<file path="config.mk">
export PLATFORM = sky130hd
export DESIGN_NAME = rlm_ctrl
export DESIGN_NICKNAME = d
export VERILOG_FILES = /design/src/design/rlm_pkg.sv /design/src/design/rlm_ctrl.sv
export SDC_FILE = /design/constraint.sdc
export NUM_CORES = 1
export LEC_CHECK = 0
export BUFFER_PORTS_ARGS = -buffer_cell sky130_fd_sc_hd__buf_2
export CAP_MARGIN = 30
export CORE_AREA = 10 10 47 49
export DETAILED_ROUTE_END_ITERATION = 6
export DIE_AREA = 0 0 57 59
export SLEW_MARGIN = 20
export SYNTH_ARGS = -nofsm -noshare
export SYNTH_HDL_FRONTEND = slang
export SYNTH_SLANG_ARGS = --single-unit
</file>
<file path="constraint.sdc">
create_clock -name aclk -period 2.4 [get_ports aclk]
set_input_delay 0.12 -clock aclk [delete_from_list [all_inputs] [get_ports aclk]]
set_output_delay 0.12 -clock aclk [all_outputs]
set_load 0.005 [all_outputs]
</file>
<file path="src/design/rlm_pkg.sv">
// shared types, constants and register codes of the run-queue latency monitor
package rlm_pkg;

    localparam int TASK_IDS_DEF = 1024;

    localparam int ID_W     = 10;
    localparam int GRP_W    = 10;
    localparam int TS_W     = 64;
    localparam int CPU_W    = 8;
    localparam int PRIO_W   = 8;
    localparam int RATE_W   = 16;
    localparam int APB_DW   = 64;
    localparam int APB_AW   = 5;
    localparam int REG_LSB  = 3;
    localparam int STEP_W   = 6;

    localparam logic MODE_SWITCH = 1'b1;

    typedef enum logic [1:0] {
        REG_TARGET_GROUP,
        REG_MIN_LATENCY,
        REG_REPORT_STRIDE,
        REG_INCLUDE_KTHREADS
    } reg_idx_t;

    typedef struct packed {
        logic                mode;
        logic [TS_W-1:0]     timestamp;
        logic [CPU_W-1:0]    cpu_index;
        logic [ID_W-1:0]     task_id;
        logic [GRP_W-1:0]    group_id;
        logic                is_kernel_thread;
        logic [PRIO_W-1:0]   priority_req;
        logic [ID_W-1:0]     prev_task_id;
        logic [GRP_W-1:0]    prev_group_id;
        logic                prev_still_running;
    } in_t;

    typedef struct packed {
        logic [ID_W-1:0]     event_task_id;
        logic [GRP_W-1:0]    event_group_id;
        logic [TS_W-1:0]     event_latency;
        logic [TS_W-1:0]     event_timestamp;
        logic [CPU_W-1:0]    event_cpu;
        logic [PRIO_W-1:0]   event_priority;
    } out_t;

    typedef struct packed {
        logic [GRP_W-1:0]    target_group;
        logic [TS_W-1:0]     min_latency;
        logic [RATE_W-1:0]   report_stride;
        logic                include_kthreads;
    } cfg_t;

    typedef struct packed {
        logic clr_step;
        logic item_load;
        logic stamp_wr;
        logic prev_wr;
        logic rd_issue;
        logic lat_load;
        logic clr_entry;
        logic cnt_inc;
        logic div_step;
        logic out_load;
    } cmd_t;

    typedef struct packed {
        logic clr_last;
        logic new_mode;
        logic wake_ok;
        logic prev_ok;
        logic hit;
        logic lat_ok;
        logic sampling;
        logic div_last;
        logic rem_zero;
        logic out_free;
    } sts_t;

endpackage

</file>
<file path="src/design/rlm_ctrl.sv">
// controller state machine sequencing table clear, stamps, lookup, sampling and output
module rlm_ctrl (
    input  logic          aclk,
    input  logic          aresetn,
    input  logic          s_valid,
    output logic          s_ready,
    input  rlm_pkg::sts_t sts,
    output rlm_pkg::cmd_t cmd
);

    typedef enum logic [3:0] {
        S_CLEAR,
        S_IDLE,
        S_STAMP,
        S_RESTAMP,
        S_READ,
        S_EVAL,
        S_CMP,
        S_DIV,
        S_CHECK,
        S_EMIT
    } state_t;

    state_t state_reg;
    state_t state_next;
    logic   s_ready_reg;

    always_comb begin
        cmd        = '0;
        state_next = state_reg;
        case (state_reg)
            S_CLEAR: begin
                cmd.clr_step = 1'b1;
                if (sts.clr_last) begin
                    state_next = S_IDLE;
                end
            end
            S_IDLE: begin
                if (s_valid && s_ready_reg) begin
                    cmd.item_load = 1'b1;
                    state_next    = (sts.new_mode == rlm_pkg::MODE_SWITCH) ? S_RESTAMP : S_STAMP;
                end
            end
            S_STAMP: begin
                cmd.stamp_wr = sts.wake_ok;
                state_next   = S_IDLE;
            end
            S_RESTAMP: begin
                cmd.prev_wr = sts.prev_ok;
                state_next  = S_READ;
            end
            S_READ: begin
                cmd.rd_issue = 1'b1;
                state_next   = S_EVAL;
            end
            S_EVAL: begin
                cmd.lat_load = 1'b1;
                if (sts.hit) begin
                    cmd.clr_entry = 1'b1;
                    state_next    = S_CMP;
                end else begin
                    state_next = S_IDLE;
                end
            end
            S_CMP: begin
                if (!sts.lat_ok) begin
                    state_next = S_IDLE;
                end else if (sts.sampling) begin
                    cmd.cnt_inc = 1'b1;
                    state_next  = S_DIV;
                end else begin
                    state_next = S_EMIT;
                end
            end
            S_DIV: begin
                cmd.div_step = 1'b1;
                if (sts.div_last) begin
                    state_next = S_CHECK;
                end
            end
            S_CHECK: begin
                state_next = sts.rem_zero ? S_EMIT : S_IDLE;
            end
            S_EMIT: begin
                if (sts.out_free) begin
                    cmd.out_load = 1'b1;
                    state_next   = S_IDLE;
                end
            end
            default: begin
                state_next = S_IDLE;
            end
        endcase
    end

    always_ff @(posedge aclk) begin
        if (!aresetn) begin
            state_reg   <= S_CLEAR;
            s_ready_reg <= 1'b0;
        end else begin
            state_reg   <= state_next;
            s_ready_reg <= (state_next == S_IDLE);
        end
    end

    assign s_ready = s_ready_reg;

endmodule

</file>
==> results.sh, run 1 <==
export IMPL_min_path_type="in -> reg"
export IMPL_ctsResizeCount=0
export IMPL_r2r_setup_slack_ns=0.97
export IMPL_drive_gt1_share_pct=46.6
export IMPL_root_buffer="clkbuf_4"
export IMPL_track_usage_pct=7.61
export IMPL_p_per_area_mw_per_mm2=434
export IMPL_power_leakage_uw=0.000263
export IMPL_cts_max_path_buffers=2
export IMPL_cap_violations=0
export IMPL_final_common_cell="buf_2"
export IMPL_cts_made_buffers=3
export IMPL_r2r_end="s_ready"
export IMPL_die_area_sq_mm=0.00336
export IMPL_core_area_sq_mm=0.00140
export IMPL_htree_levels=1
export IMPL_grt_ovfl_total=0
export IMPL_fin_nets=87
export IMPL_drc=0
export IMPL_grt_max_degree=15
export IMPL_arrival_ns=1.40
export IMPL_vias_per_cell=5.22
export IMPL_hpwl_um=1040
export IMPL_ff2ff_path_depth=4
export IMPL_final_setup_tns_ns=0
export IMPL_worstMarginPinSlew_ns=0.506
export IMPL_postCtsHoldBufs=0
export IMPL_synth_area_sq_um=410
export IMPL_initial_utilization_pct=29.3
export IMPL_stdcell_area_sq_um=553
export IMPL_syn_nets=61
export IMPL_crit_chain="inv_1 > nor3_1 > buf_2"
export IMPL_slew_headroom_pct=66.2
export IMPL_cpMaxStageDelayCell="dfxtp_1"
export IMPL_power_frac_seq_pct=40.2
export IMPL_place_area_sq_um=527
export IMPL_synth_warnings=0
export IMPL_fin_skew_ns=0.00763
export IMPL_hold_viol=0
export IMPL_finalCritPeriodShare_pct=63.2
export IMPL_final_util_pct=39.5
export IMPL_worstSetupPathType="reg -> out"
export IMPL_holdWs_ns=0.137
export IMPL_yosysUniqueCellTypes=30
export IMPL_syn2layout_area_growth_pct=34.8
export IMPL_period_minus_slack_ns=1.52
export IMPL_drt_initial_drc_count=8
export IMPL_dieWidth_um=57
export IMPL_path_max_fanout=14
export IMPL_antennaDiodeCount=0
export IMPL_drt_first_pass_iters=4
export IMPL_ys_seq_elements=5
export IMPL_ir_drop_mv=0.309
export IMPL_port_buffers=23
export IMPL_worstSetupStartpointType="flip-flop"
export IMPL_num_vias=465
export IMPL_tritoncts="built"
export IMPL_cts_setup_buffers=0
export IMPL_min_to="state_reg[3]"
export IMPL_grt_pass1_vias=458
export IMPL_largest_reg_flops=4
export IMPL_cpPeakStageDelay_ns=0.63
export IMPL_routedWlPerCell_um=14.9
export IMPL_critical_path_required_ns=2.28
export IMPL_pwr_share_clk_pct=41.3
export IMPL_antenna_found_initial=0
export IMPL_p_sw_uw=64.8
export IMPL_finalMaxSlewViolations=0
export IMPL_cts_sinks=5
export IMPL_clock_fmax_ghz=0.659
export IMPL_netSwitchingFraction_pct=27.0
export IMPL_power_uw=240
export IMPL_worstHoldStart="aresetn"
export IMPL_wirelength_um=1320
export IMPL_end_kind="primary output"
export IMPL_clk_latency_ns=0.25
export IMPL_hold_path_cell_count=2
export IMPL_pwr_share_comb_pct=18.5
export IMPL_p_int_uw=175
export IMPL_final_cell_mix="buf_2, inv_1, dfxtp_1"
export IMPL_synthCells=48
export IMPL_io_pins=24
export IMPL_rsz0062_at_grt="no"
export IMPL_setup_violations=0
export IMPL_synth_area_per_cell_sq_um=8.55
export IMPL_grt_pass1_wl_um=2030
export IMPL_die_h_um=59
export IMPL_rows=14
export IMPL_regToRegStartpoint="state_reg[1]"
export IMPL_ys_seq_area_share_pct=24.4
export IMPL_clk_pin_slew_ns=0.05
export IMPL_ant_nets=0
export IMPL_outcome="finished clean"
export IMPL_gp_congestion=0.816
worst max-delay path by stage:
stage	start	to	slack [ns]
5_1_grt	state_reg[1]	cmd[1]	0.76
4_1_cts	state_reg[1]	cmd[1]	0.87
6_report	state_reg[1]	cmd[1]	0.88
3_5_place_dp	state_reg[1]	s_ready	0.97
2_1_floorplan	state_reg[0]	s_ready	1.19
3_3_place_gp	state_reg[1]	s_ready	0.98
synth_stat cells:
library cell,number,area [sq um]
dfxtp_1,5,100
nor2b_1,1,6.26
and4b_1,1,10.0
nor2b_4,1,13.8
a31oi_2,1,12.5
nand2b_2,1,8.76
nand4_2,1,12.5
nand2b_1,3,18.8
buf_6,1,11.3
buf_4,1,7.51
nand2_1,1,3.75
nor3_2,1,10.0
o21ai_0,1,5.00
nor3_1,4,20.0
a211oi_1,1,7.51
and4_1,3,26.3
nor2_2,1,6.26
o211ai_1,1,7.51
a2111oi_1,1,10.0
a31oi_1,2,12.5
and3_1,1,6.26
nor4_1,1,6.26
o22ai_1,1,6.26
nand3b_2,1,11.3
inv_1,5,18.8
a311oi_1,1,8.76
inv_2,1,3.75
a2bb2oi_1,1,8.76
a21boi_1,3,22.5
and2b_1,1,7.51
cell type report:
cell class                      count  area (sq um)
Timing Repair Buffer               23           115
Tap cell                           16          20.0
Multi-Input combinational cell     35           269
Inverter                            6          22.5
Fill cell                         157           848
Sequential cell                     5           100
Clock buffer                        4          26.3
through the flow:
step | worst slack [ns] | std cells
2_1_floorplan | 1.19 | 48
3_3_place_gp | 0.978 | 85
3_5_place_dp | 0.975 | 85
4_1_cts | 0.868 | 89
5_1_grt | 0.759 | 89
6_report | 0.884 | 89
cell families (layout without fill, tap and decap cells):
| family | after synthesis | in the layout | share of synthesized area, % |
|---|---|---|---|
| flip-flops | 5 | 5 | 24.4 |
| buffers and inverters | 8 | 33 | 10.1 |
| AO/OA/AOI/OAI | 13 | 13 | 24.7 |
| AND/OR/NAND/NOR | 22 | 22 | 40.9 |
power groups by stage:
stage / Clock (uW) / Combinational, uW / Sequential, uW
2_1_floorplan: 0 / 31.6 / 93.1
3_3_place_gp: 0 / 44.4 / 97.6
3_5_place_dp: 0 / 44.4 / 98.0
4_1_cts: 104 / 44.9 / 96.3
5_1_grt: 115 / 49.6 / 97.4
6_report: 99.1 / 44.4 / 96.5
layer usage:
metal	global-route usage [%]	wire length, um	up-vias
met4	3.02	17	0
met5	0	0	-
met1	8.31	583	211
li1	-	-	231
met3	4.08	103	2
met2	12.1	620	21
worst max-delay path: cells and delay by family (launching register included):
kind	cells	cell delay (ns)
AND/OR/NAND/NOR	1	0.25
buffers and inverters	2	0.28
flip-flops	1	0.63
Power figures use the tool's default switching activity.
==> inputs of run 2 (changes only) <==
--- a/config.mk
+++ b/config.mk
@@ -5,6 +5,7 @@
 export SDC_FILE = /design/constraint.sdc
 export NUM_CORES = 1
 export LEC_CHECK = 0
+export ABC_AREA = 1
 export BUFFER_PORTS_ARGS = -buffer_cell sky130_fd_sc_hd__buf_2
 export CAP_MARGIN = 30
 export CORE_AREA = 10 10 47 49
==> constraint.sdc (replaced) <==
create_clock -name aclk -period 1.39 [get_ports aclk]
set_input_delay 0.0695 -clock aclk [delete_from_list [all_inputs] [get_ports aclk]]
set_output_delay 0.0695 -clock aclk [all_outputs]
set_load 0.005 [all_outputs]
==> run 2 against run 1 <==
Sequential power up 64%. First-iteration DRC count is 25% lower. Largest power group unchanged. Clock skew is 0.0033 ns lower. Combinational power rose by 74%. Flip-flop and latch count unchanged.
==> results.sh, run 2 <==
export IMPL_clock_fmax_ghz=0.778
export IMPL_ant_nets=0
export IMPL_p_per_area_mw_per_mm2=701
export IMPL_end_kind="primary output"
export IMPL_gp_congestion=0.774
export IMPL_grt_ovfl_total=0
export IMPL_synth_commonest_cells="nand2_1, inv_1, nor2_1, nand3_1, dfxtp_1"
export IMPL_dieWidth_um=57
export IMPL_synth_area_sq_um=405
export IMPL_slew_headroom_pct=82.0
export IMPL_min_path_type="in -> reg"
export IMPL_synth_edf_count=0
export IMPL_synth_top_area_share_pct=24.7
export IMPL_cp_startpoint="state_reg[1]"
export IMPL_rows=14
export IMPL_rsz0062_at_grt="yes"
export IMPL_cap_violations=0
export IMPL_worstHoldStart="aresetn"
export IMPL_syn_nets=90
export IMPL_synthArstFlopShare_pct=0
export IMPL_io_pins=24
export IMPL_synth_warnings=0
export IMPL_ir_drop_mv=0.417
export IMPL_path_max_fanout=5
export IMPL_antennaDiodeCount=0
export IMPL_holdWs_ns=0.0613
export IMPL_worstSetupStartpointType="flip-flop"
export IMPL_hold_viol=0
export IMPL_htree_levels=1
export IMPL_ys_seq_elements=5
export IMPL_synth_largest_area_cell="dfxtp_1"
export IMPL_core_area_sq_mm=0.00140
export IMPL_synth_area_per_cell_sq_um=5.26
export IMPL_cts_setup_buffers=0
export IMPL_final_common_cell="buf_2"
export IMPL_cts_sinks=5
export IMPL_root_buffer="clkbuf_4"
export IMPL_hpwl_um=1090
export IMPL_fin_nets=118
export IMPL_port_buffers=23
export IMPL_drt_initial_drc_count=6
export IMPL_synthTopCellsByArea="dfxtp_1, nand2_1, inv_1"
export IMPL_routedWlPerCell_um=10.4
export IMPL_fin_skew_ns=0.00436
export IMPL_grt_max_degree=7
export IMPL_place_ws_ns=0.198
export IMPL_drive_gt1_share_pct=31.7
export IMPL_synthCells=77
export IMPL_power_leakage_uw=0.000413
export IMPL_synth_flop_cell="dfxtp_1"
export IMPL_regToRegStartpoint="state_reg[1]"
export IMPL_syn2layout_area_growth_pct=41.4
export IMPL_cts_made_buffers=3
export IMPL_die_h_um=59
export IMPL_final_cell_mix="buf_2, nand2_1, inv_1"
export IMPL_grt_pass1_wl_um=2250
export IMPL_period_minus_slack_ns=1.29
export IMPL_setup_violations=0
export IMPL_antenna_found_initial=0
export IMPL_clk_latency_ns=0.24
export IMPL_drc=0
export IMPL_yosysMostFrequentCell="nand2_1"
export IMPL_finalCritPeriodShare_pct=92.5
export IMPL_vias_per_cell=4.30
export IMPL_arrival_ns=1.22
export IMPL_clk_pin_slew_ns=0.04
export IMPL_grt_pass1_vias=568
export IMPL_worstMarginPinSlew_ns=0.268
export IMPL_initial_utilization_pct=28.9
export IMPL_outcome="finished clean"
export IMPL_wirelength_um=1250
export IMPL_largest_reg_flops=4
export IMPL_final_util_pct=40.9
export IMPL_worstSetupPathType="reg -> out"
export IMPL_yosysUniqueCellTypes=12
export IMPL_tritoncts="built"
export IMPL_drt_first_pass_iters=3
export IMPL_postCtsHoldBufs=0
export IMPL_ys_seq_area_share_pct=24.7
export IMPL_track_usage_pct=8.23
export IMPL_r2r_setup_slack_ns=0.20
export IMPL_finalMaxSlewViolations=0
export IMPL_cts_max_path_buffers=2
export IMPL_die_area_sq_mm=0.00336
export IMPL_critical_path_required_ns=1.32
export IMPL_num_vias=516
export IMPL_worst_slack_ns=0.104
-- run 2: cell count changes after synthesis, moves of 2 or more --
| cell | previous run | this run |
|---|---|---|
| inv_1 | 5 | 17 |
| a31oi_1 | 2 | 0 |
| and4_1 | 3 | 0 |
| nand3_1 | 0 | 9 |
| nor3_1 | 4 | 0 |
| nand2b_1 | 3 | 0 |
| nor2_2 | 1 | 3 |
| a21boi_1 | 3 | 0 |
| nand2_1 | 1 | 20 |
| nor2_1 | 0 | 16 |
-- run 2: worst paths after layout --
kind | to | cells past startpoint
worst max-delay path | cmd[2] | 5
worst min-delay path | state_reg[0] | 3
worst max register to register | s_ready | 7
worst min register to register | state_reg[1] | 6
-- run 2: layout make-up --
class | instances | area, sq um
fill | 171 | 828
multi-input combinational | 54 | 243
timing repair buffer | 23 | 115
sequential | 5 | 101
inverter | 18 | 67.6
clock buffer | 4 | 26.3
tap | 16 | 20.0
-- run 2: cell families (layout without fill, tap and decap cells) --
logic type | count (synthesis) | after routing | synth area share, %
buffers and inverters | 18 | 45 | 16.7
and+or+nand+nor | 54 | 54 | 58.6
DFF | 5 | 5 | 24.7
-- run 2: per-stage QoR --
step	instance area, sq um	std cells	setup TNS (ns)	power (uW)
after floorplan	405	77	0	203
after global placement	541	116	0	238
after detailed placement	541	116	0	239
after CTS	567	120	0	411
after global routing	573	120	-0.0206	440
final	573	120	0	402
-- run 2: repair_timing --
| item | CTS | global route |
|---|---|---|
| endpoints found under the setup margin | 0 | 4 |
| resized for setup | 0 | 2 |
| hold endpoints to repair | 0 | 0 |
-- run 2: where the power goes --
group,switching [uW],leakage [uW],internal (uW)
clock,57.3,0.0000150,108
combinational,41.8,0.000357,35.5
sequential,7.01,0.0000414,151
total,106,0.000413,295
-- run 2: critical path: stages (launching register included) --
cell and delay, ns:
dfxtp_1 0.41, inv_1 0.10, nor2_1 0.18, nand3b_1 0.13, inv_1 0.06, buf_2 0.10
-- run 2: layer usage --
| layer | wire length, um | GRT usage [%] |
|---|---|---|
| met5 | 0 | 0 |
| met4 | 0 | 3.02 |
| met3 | 63 | 4.08 |
| met2 | 641 | 14.9 |
| met1 | 544 | 7.90 |
